`src/sv/swor_pkg.sv`:
```
// shared types and constants for the sentence word order reverser
package swor_pkg;

  // width of stored counts and store addresses (each store bank holds up to 64 bytes)
  localparam int CNT_W = 7;

  localparam logic [7:0] CH_SPACE = 8'd32;
  localparam logic [7:0] CH_END   = 8'd0;

  // one finished sentence handed from front to back
  typedef struct packed {
    logic             bank;
    logic [CNT_W-1:0] count;
    logic [CNT_W-1:0] start;
    logic             ovf;
  } swor_job_t;

  // store write request from the front
  typedef struct packed {
    logic             en;
    logic             bank;
    logic [CNT_W-1:0] addr;
    logic [CNT_W-1:0] link;
    logic [7:0]       data;
  } swor_wr_t;

  // back status toward the queue and the top level
  typedef struct packed {
    logic active;
    logic take;
  } swor_stat_t;

endpackage

```
`src/sv/swor_front.sv`:
```
// front part: classifies incoming bytes, fills the store, queues finished sentences
module swor_front import swor_pkg::*; #(
  parameter int MAX_CHARS = 64
) (
  input  logic       clk_i,
  input  logic       rst_ni,
  input  logic       accept_i,
  input  logic [7:0] byte_i,
  output swor_wr_t   wr_o,
  output logic       push_o,
  output swor_job_t  job_o
);

  logic             bank_q, bank_d;
  logic [CNT_W-1:0] count_q, count_d;
  logic [CNT_W-1:0] start_q, start_d;
  logic             ovf_q, ovf_d;
  logic             sp_q, sp_d;
  logic             is_end, is_dup_sp, is_full;

  // classify the request
  assign is_end    = (byte_i == CH_END);
  assign is_dup_sp = (byte_i == CH_SPACE) && sp_q;
  assign is_full   = (count_q == CNT_W'(MAX_CHARS));

  // job for the back part on the terminator
  assign push_o      = accept_i && is_end;
  assign job_o.bank  = bank_q;
  assign job_o.count = count_q;
  assign job_o.start = start_q;
  assign job_o.ovf   = ovf_q;

  // store write: byte plus start of the segment before it (used at spaces)
  assign wr_o.en   = accept_i && !is_end && !is_dup_sp && !is_full;
  assign wr_o.bank = bank_q;
  assign wr_o.addr = count_q;
  assign wr_o.link = start_q;
  assign wr_o.data = byte_i;

  // next state
  always_comb begin
    bank_d  = bank_q;
    count_d = count_q;
    start_d = start_q;
    ovf_d   = ovf_q;
    sp_d    = sp_q;
    if (accept_i) begin
      priority if (is_end) begin
        bank_d  = !bank_q;
        count_d = '0;
        start_d = '0;
        ovf_d   = 1'b0;
        sp_d    = 1'b0;
      end else if (is_dup_sp) begin
        sp_d = sp_q;
      end else if (is_full) begin
        ovf_d = 1'b1;
      end else begin
        count_d = count_q + CNT_W'(1);
        sp_d    = (byte_i == CH_SPACE);
        if (byte_i == CH_SPACE) begin
          start_d = count_q + CNT_W'(1);
        end
      end
    end
  end

  // loading state
  always_ff @(posedge clk_i or negedge rst_ni) begin
    if (!rst_ni) begin
      bank_q  <= 1'b0;
      count_q <= '0;
      start_q <= '0;
      ovf_q   <= 1'b0;
      sp_q    <= 1'b0;
    end else begin
      bank_q  <= bank_d;
      count_q <= count_d;
      start_q <= start_d;
      ovf_q   <= ovf_d;
      sp_q    <= sp_d;
    end
  end

endmodule

```
`src/sv/swor_queue.sv`:
```
// two-entry job queue between the front and back parts
module swor_queue import swor_pkg::*; (
  input  logic       clk_i,
  input  logic       rst_ni,
  input  logic       push_i,
  input  swor_job_t  job_i,
  input  logic       pop_i,
  output swor_job_t  job_o,
  output logic       empty_o,
  output logic [1:0] cnt_o
);

  swor_job_t  slot_q [2];
  logic       wp_q, rp_q;
  logic [1:0] cnt_q;

  assign job_o   = slot_q[rp_q];
  assign empty_o = (cnt_q == 2'd0);
  assign cnt_o   = cnt_q;

  // entry storage
  always_ff @(posedge clk_i) begin
    if (push_i) begin
      slot_q[wp_q] <= job_i;
    end
  end

  // pointers and fill level
  always_ff @(posedge clk_i or negedge rst_ni) begin
    if (!rst_ni) begin
      wp_q  <= 1'b0;
      rp_q  <= 1'b0;
      cnt_q <= 2'd0;
    end else begin
      if (push_i) begin
        wp_q <= !wp_q;
      end
      if (pop_i) begin
        rp_q <= !rp_q;
      end
      unique case ({push_i, pop_i})
        2'b10:   cnt_q <= cnt_q + 2'd1;
        2'b01:   cnt_q <= cnt_q - 2'd1;
        default: cnt_q <= cnt_q;
      endcase
    end
  end

endmodule

```
`src/sv/swor_back.sv`:
```
// back part: double-banked store and the backward segment walk that emits results
module swor_back import swor_pkg::*; #(
  parameter int MAX_CHARS = 64
) (
  input  logic       clk_i,
  input  logic       rst_ni,
  input  swor_wr_t   wr_i,
  input  swor_job_t  job_i,
  input  logic       empty_i,
  output swor_stat_t stat_o,
  output logic       valid_o,
  output logic [7:0] byte_o,
  output logic       last_o,
  output logic       ovf_o
);

  localparam int AW    = $clog2(MAX_CHARS);
  localparam int DEPTH = 2 * (2 ** AW);

  typedef enum logic [1:0] {
    ST_IDLE,
    ST_EMIT,
    ST_LINK,
    ST_WAIT
  } state_e;

  // store word: link to previous segment start, then the byte
  logic [AW+7:0]    mem [DEPTH];
  logic [AW+7:0]    rdata_q;
  logic [AW:0]      raddr;

  state_e           state_q, state_d;
  logic             bank_q, bank_d;
  logic [AW-1:0]    cur_q, cur_d;
  logic [CNT_W-1:0] seg_start_q, seg_start_d;
  logic [CNT_W-1:0] seg_end_q, seg_end_d;
  logic             jovf_q, jovf_d;
  logic             val_q, val_d;
  logic             last_q, last_d;
  logic             zero_q, zero_d;
  logic             ovf_q, ovf_d;
  logic             take;
  logic [CNT_W-1:0] link_prev;

  assign take          = (state_q == ST_IDLE) && !empty_i;
  assign stat_o.take   = take;
  assign stat_o.active = (state_q != ST_IDLE);
  assign link_prev     = seg_start_q - CNT_W'(1);

  // store write port
  always_ff @(posedge clk_i) begin
    if (wr_i.en) begin
      mem[{wr_i.bank, wr_i.addr[AW-1:0]}] <= {wr_i.link[AW-1:0], wr_i.data};
    end
  end

  // store read port, registered
  always_ff @(posedge clk_i) begin
    rdata_q <= mem[raddr];
  end

  // read address
  always_comb begin
    unique case (state_q)
      ST_LINK: raddr = {bank_q, link_prev[AW-1:0]};
      default: raddr = {bank_q, cur_q};
    endcase
  end

  // walk control
  always_comb begin
    state_d     = state_q;
    bank_d      = bank_q;
    cur_d       = cur_q;
    seg_start_d = seg_start_q;
    seg_end_d   = seg_end_q;
    jovf_d      = jovf_q;
    val_d       = 1'b0;
    last_d      = 1'b0;
    zero_d      = 1'b0;
    ovf_d       = jovf_q;
    unique case (state_q)
      ST_IDLE: begin
        if (take) begin
          bank_d      = job_i.bank;
          jovf_d      = job_i.ovf;
          seg_start_d = job_i.start;
          seg_end_d   = job_i.count;
          cur_d       = job_i.start[AW-1:0];
          priority if (job_i.count == '0) begin
            // empty sentence gives one zero byte
            val_d  = 1'b1;
            last_d = 1'b1;
            zero_d = 1'b1;
            ovf_d  = job_i.ovf;
          end else if (job_i.start == job_i.count) begin
            state_d = ST_LINK;
          end else begin
            state_d = ST_EMIT;
          end
        end
      end
      ST_EMIT: begin
        val_d = 1'b1;
        if ((CNT_W'(cur_q) + CNT_W'(1)) == seg_end_q) begin
          if (seg_start_q == '0) begin
            last_d  = 1'b1;
            state_d = ST_IDLE;
          end else begin
            state_d = ST_LINK;
          end
        end else begin
          cur_d = cur_q + AW'(1);
        end
      end
      ST_LINK: begin
        // emit the separating space and fetch the previous segment start
        val_d     = 1'b1;
        seg_end_d = link_prev;
        if (link_prev == '0) begin
          last_d  = 1'b1;
          state_d = ST_IDLE;
        end else begin
          state_d = ST_WAIT;
        end
      end
      ST_WAIT: begin
        seg_start_d = CNT_W'(rdata_q[AW+7:8]);
        cur_d       = rdata_q[AW+7:8];
        state_d     = ST_EMIT;
      end
      default: state_d = ST_IDLE;
    endcase
  end

  // state and result registers
  always_ff @(posedge clk_i or negedge rst_ni) begin
    if (!rst_ni) begin
      state_q     <= ST_IDLE;
      bank_q      <= 1'b0;
      cur_q       <= '0;
      seg_start_q <= '0;
      seg_end_q   <= '0;
      jovf_q      <= 1'b0;
      val_q       <= 1'b0;
      last_q      <= 1'b0;
      zero_q      <= 1'b0;
      ovf_q       <= 1'b0;
    end else begin
      state_q     <= state_d;
      bank_q      <= bank_d;
      cur_q       <= cur_d;
      seg_start_q <= seg_start_d;
      seg_end_q   <= seg_end_d;
      jovf_q      <= jovf_d;
      val_q       <= val_d;
      last_q      <= last_d;
      zero_q      <= zero_d;
      ovf_q       <= ovf_d;
    end
  end

  // result ports
  assign valid_o = val_q;
  assign last_o  = last_q;
  assign ovf_o   = ovf_q;
  assign byte_o  = zero_q ? CH_END : rdata_q[7:0];

endmodule

```
`src/sv/sentence_word_order_reverser.sv`:
```
// top level of the sentence word order reverser
//
// A sentence enters one byte per request (start high while busy is low); byte 0
// ends it. Loading gives no result. Runs of spaces are stored as one space, and
// bytes beyond MAX_CHARS are dropped with overflow_o set on every result of that
// sentence. After the terminator the words come out in reverse order on byte_out_o,
// one byte per cycle apart from the gaps after spaces, marked by valid_o, with
// last_o on the final byte; the receiver cannot hold results off. The terminator's
// job passes through the job queue to the back part, which reads each byte through
// the registered store port (the zero byte of an empty sentence needs no read).
// After each space that is not the first stored byte, valid_o is low while the
// store read fetches the start of the previous word. The store has two banks, so
// the next sentence can load while the previous one is still emitted; busy is high
// only while two finished sentences are waiting or being emitted.
module sentence_word_order_reverser import swor_pkg::*; #(
  parameter int MAX_CHARS = 64
) (
  input  logic       clk_i,
  input  logic       rst_ni,
  input  logic       start,
  output logic       busy,
  input  logic [7:0] byte_in_i,
  output logic       valid_o,
  output logic [7:0] byte_out_o,
  output logic       last_o,
  output logic       overflow_o
);

  swor_wr_t   wr;
  swor_job_t  push_job, pop_job;
  swor_stat_t stat;
  logic       push, q_empty, accept;
  logic [1:0] q_cnt;
  logic [1:0] pending;

  // two sentences in flight fill both store banks
  assign pending = q_cnt + {1'b0, stat.active};
  assign busy    = (pending >= 2'd2);
  assign accept  = start && !busy;

  swor_front #(.MAX_CHARS(MAX_CHARS)) u_front (
    .clk_i   (clk_i),
    .rst_ni  (rst_ni),
    .accept_i(accept),
    .byte_i  (byte_in_i),
    .wr_o    (wr),
    .push_o  (push),
    .job_o   (push_job)
  );

  swor_queue u_queue (
    .clk_i  (clk_i),
    .rst_ni (rst_ni),
    .push_i (push),
    .job_i  (push_job),
    .pop_i  (stat.take),
    .job_o  (pop_job),
    .empty_o(q_empty),
    .cnt_o  (q_cnt)
  );

  swor_back #(.MAX_CHARS(MAX_CHARS)) u_back (
    .clk_i  (clk_i),
    .rst_ni (rst_ni),
    .wr_i   (wr),
    .job_i  (pop_job),
    .empty_i(q_empty),
    .stat_o (stat),
    .valid_o(valid_o),
    .byte_o (byte_out_o),
    .last_o (last_o),
    .ovf_o  (overflow_o)
  );

  // queue never overfilled
  assert property (@(posedge clk_i) disable iff (!rst_ni) (q_cnt == 2'd2) |-> !push)
    else $error("job queue overflow");

  // back only takes a job that exists
  assert property (@(posedge clk_i) disable iff (!rst_ni) stat.take |-> !q_empty)
    else $error("job taken from empty queue");

  // at most two sentences outstanding, one per store bank
  assert property (@(posedge clk_i) disable iff (!rst_ni)
      (q_cnt + {1'b0, stat.active}) <= 2'd2)
    else $error("store banks oversubscribed");

  // no store write lands while both banks are in use
  assert property (@(posedge clk_i) disable iff (!rst_ni) busy |-> !wr.en)
    else $error("store write while busy");

endmodule
```
`config.mk`:
```
export PLATFORM = sky130hd
export DESIGN_NAME = sentence_word_order_reverser
export DESIGN_NICKNAME = d
export VERILOG_FILES = /design/src/sv/swor_pkg.sv /design/src/sv/swor_front.sv /design/src/sv/swor_queue.sv /design/src/sv/swor_back.sv /design/src/sv/sentence_word_order_reverser.sv
export SDC_FILE = /design/constraint.sdc
export NUM_CORES = 2
export LEC_CHECK = 0
export BUFFER_PORTS_ARGS = -buffer_cell sky130_fd_sc_hd__buf_2
export CAP_MARGIN = 20
export CORE_UTILIZATION = 30
export CTS_BUF_LIST = sky130_fd_sc_hd__clkbuf_8
export DETAILED_ROUTE_END_ITERATION = 7
export SYNTH_ARGS = -nofsm -noshare
export SYNTH_HDL_FRONTEND = slang
export SYNTH_SLANG_ARGS = --single-unit
```
`constraint.sdc`:
```
create_clock -name clk_i -period 4.4 [get_ports clk_i]
set_input_delay 0.22 -clock clk_i [delete_from_list [all_inputs] [get_ports clk_i]]
set_output_delay 0.22 -clock clk_i [all_outputs]
set_load 0.01 [all_outputs]
```
==> impl_metrics.yaml <==
run_status:
  outcome: "complete, no violations"
synthesis:
  synth_flop_cell: "edfxtp_1"
  synthArstFlopShare_pct: 2.60
  syn_inst: 4355
  ys_seq_area_share_pct: 75.7
  synth_warnings: 0
  avgSynthCellArea_um2: 17.1
  synth_area_um2: 74300
  ys_ff_latch: 1887
  ys_types: 73
  synth_edf_count: 1824
  synth_nets: 4376
floorplanning:
  top_level_ports: 23
  start_util_pct: 30.2
  fp.dieW_um: 500
  die-area_um2: 250000
  core_area_um2: 246000
  die_y_um: 500
  core.rowCount: 182
hold_path:
  hold_path_end: "u_queue.wp_q"
  hp-class: "in -> reg"
  worstHoldStart: "start"
  hold_depth: 4
setup_path:
  cp.buffers_inverters: 7
  crit_path_frequent_cell: "buf_4"
  worstSetupPathType: "in -> reg"
  slowest_stage: "or4_1"
  crit_required_ns: 5.10
  reg2reg_depth: 10
  r2r_end: "u_back.rdata_q[10]"
  path_cells: "dlygate4sd3_1 > buf_4 > or4_1 > nor4_2 > dlygate4sd3_1 > buf_4 > a211oi_2 > and2_1 > nand2_1 > buf_4 > buf_4 > nor2_1 > buf_4"
  startpoint_type: "input port"
  crit_fanout: 14
  critPathArrivalTime_ns: 5.04
  r2r_slack_ns: 0.34
  crit_family: "buffers and inverters"
  slowest_delay_ns: 0.91
  r2r_start: "u_back.seg_start_q[0]"
  cp-end-kind: "flop"
  setup.worst_path.start: "byte_in_i[2]"
sta:
  tns_ns: 0
  period_share_pct: 98.5
  setup_ws_ns: 0.0646
  min_period_ns: 4.34
  hold_violations: 0
  setup_violations: 0
  rsz0062_at_grt: "false"
  slew_headroom_pct: 23.3
  fin_worst_skew_ns: 0.0746
  clock.fmax_mhz: 231
  slew_violations: 0
  tightest_slew_ns: 1.15
route:
  via_per_inst: 5.06
  drc: 0
  firstDrtPassIters: 6
  drt_iter0_drc: 5115
  via_count: 42000
  ant_nets: 0
  wirelength_mm: 205
  routedWlPerCell_um: 24.7
grt:
  antenna_found_initial: 13
  grt_overflow_total: 0
  grt_pass1_wl_mm: 293
  grt_pass1_vias: 41100
  grt_max_degree: 109
  gr-usage-all-layers_pct: 16.0
clock_network:
  clk_latency_ns: 1.03
  cts_root_buf: "clkbuf_8"
  post_cts_buffers: 0
  cts_buffers: 321
  clkTransAtPathRegs_ns: 0.06
  cts_tree: "built"
  h-tree-depth: 5
  holdBufCountCts: 14
  clock_sinks: 1887
  cts_resized: 0
  cts.path.max_buffers: 4
placed_design:
  port_buffers: 22
  detailedPlace.worstSlack_ns: 0.132
  dpl.hpwl_mm: 125
  finalWeightedCongestion: 0.876
  postPlaceCellArea_um2: 80000
pwr:
  p_per_area_nw_per_um2: 693
  ir_drop_mv: 0.984
  p_leak_nw: 28.9
final_layout:
  nets: 4781
  drive_gt1_share_pct: 19.4
  area_growth_pct: 15.4
  finish.instance_area_um2: 85800
run:
  cap_viol_max_count: 0
[flip-flops by register name, summed over array words and instances (netlist names)]
signal,flops
u_back.jovf_q,1
u_front.count_q,7
u_back.zero_q,1
u_back.seg_start_q,7
u_queue.slot_q,32
u_front.start_q,7
u_back.state_q,2
u_back.rdata_q,14
u_front.bank_q,1
u_back.bank_q,1
u_queue.cnt_o,2
u_back.ovf_o,1
u_front.sp_q,1
u_queue.wp_q,1
u_back.valid_o,1
u_front.ovf_q,1
u_back.mem,1792
u_back.cur_q,6
u_queue.rp_q,1
u_back.last_o,1
u_back.seg_end_q,7
[per-layer routing]
| metal | vias up | wire length, um | track usage (%) |
|---|---|---|---|
| li1 | 18100 | - | - |
| met1 | 21700 | 86500 | 22.0 |
| met2 | 1952 | 95400 | 25.0 |
| met3 | 333 | 17000 | 3.30 |
| met4 | 2 | 6030 | 5.80 |
| met5 | - | 8 | 0 |
[logic make-up after synthesis]
family	after synthesis	synth area share, %
AND/OR/NAND/NOR	1092	6.42
multiplexers	507	10.6
AO/OA/AOI/OAI	551	4.89
flip-flops	1887	75.7
XOR/XNOR	31	0.384
adder cells (fa/ha/maj)	10	0.168
buffers and inverters	277	1.82
[cells in the final DEF (no fill, tap or decap), types with 43 or more instances in the layout]
cell      Yosys  final
buf_4        26    291
nor3_1       73     70
nand3_1     128    128
a311oi_1     52     52
clkbuf_8      0    334
clkinv_1      0     77
inv_1        16    118
o21ai_0      94     94
nand2_1     551    549
mux2i_1     267    267
and3_1       57     57
mux4_2      223    223
edfxtp_1   1824   1824
o22ai_1     110    109
dfrtp_1      49     43
nor2_1      201    200
a21oi_1     112    111
[cells in the mapped netlist, types with 14 or more instances]
library cell | instances | area, um^2
clkbuf_1 | 147 | 552
mux4_2 | 223 | 5020
mux2_2 | 17 | 191
xnor2_1 | 19 | 166
buf_6 | 16 | 180
a31oi_1 | 29 | 181
and3_1 | 57 | 357
edfxtp_1 | 1824 | 54800
nand4_1 | 22 | 138
nor2_1 | 201 | 754
o211ai_1 | 14 | 105
o221ai_1 | 19 | 166
o31ai_1 | 21 | 158
dfrtp_1 | 49 | 1230
buf_4 | 26 | 195
a311oi_1 | 52 | 455
a2111oi_0 | 16 | 140
nand2_1 | 551 | 2070
nor2b_1 | 14 | 87.6
o21ai_0 | 94 | 470
nand3_1 | 128 | 641
buf_2 | 57 | 285
o22ai_1 | 110 | 688
dfxtp_1 | 14 | 280
a211o_1 | 27 | 236
nor3_1 | 73 | 365
mux2i_1 | 267 | 2670
a21oi_1 | 112 | 561
inv_1 | 16 | 60.1
[worst reg2reg max path, cell delays in order (launching register included)]
cell	delay, ns
dfrtp_1	0.42
inv_1	0.07
ha_1	0.24
xnor2_1	0.46
o32a_2	0.74
buf_12	0.35
a21oi_1	0.07
a2111oi_0	0.74
o21ai_0	0.41
nand4_1	0.31
a32oi_1	0.11
[where the power goes]
group	total, mW	switching (mW)	internal [mW]	leakage, nW
logic	24.5	15.8	8.67	8.12
registers	20.8	0.573	20.3	17.5
clock network	14.1	6.90	7.22	3.23
[worst max-delay path by stage]
stage | endpoint | depth (start not counted) | slack, ns
3_3_place_gp | u_back.mem[46][1] | 11 | 0.15
5_1_grt | u_back.mem[6][6] | 13 | 0.12
4_1_cts | u_back.mem[126][1] | 13 | 0.26
2_1_floorplan | u_back.mem[72][0] | 10 | 0.96
6_report | u_back.mem[6][6] | 13 | 0.06
3_5_place_dp | u_back.mem[126][13] | 11 | 0.13
[cell type report]
type | instances | area [um^2]
Fill cell | 23200 | 160000
Sequential cell | 1887 | 56300
Multi-Input combinational cell | 2191 | 16800
Clock buffer | 334 | 4600
Tap cell | 3312 | 4140
Timing Repair Buffer | 343 | 2860
Clock inverter | 217 | 991
Inverter | 16 | 60.1
Antenna cell | 5 | 12.5
[stage by stage]
stage / util, % / std cells / hold slack, ns / total power [mW]
6_report: 34.8 / 8305 / 0.207 / 59.4
3_5_place_dp: 32.5 / 7733 / 0.385 / 45.5
3_3_place_gp: 32.5 / 7730 / 0.385 / 45.4
4_1_cts: 34.8 / 8298 / 0.125 / 59.6
2_1_floorplan: - / 4355 / -0.0756 / 36.1
5_1_grt: 34.8 / 8304 / 0.231 / 61.8
No activity file was read; power rests on OpenSTA's default activity.
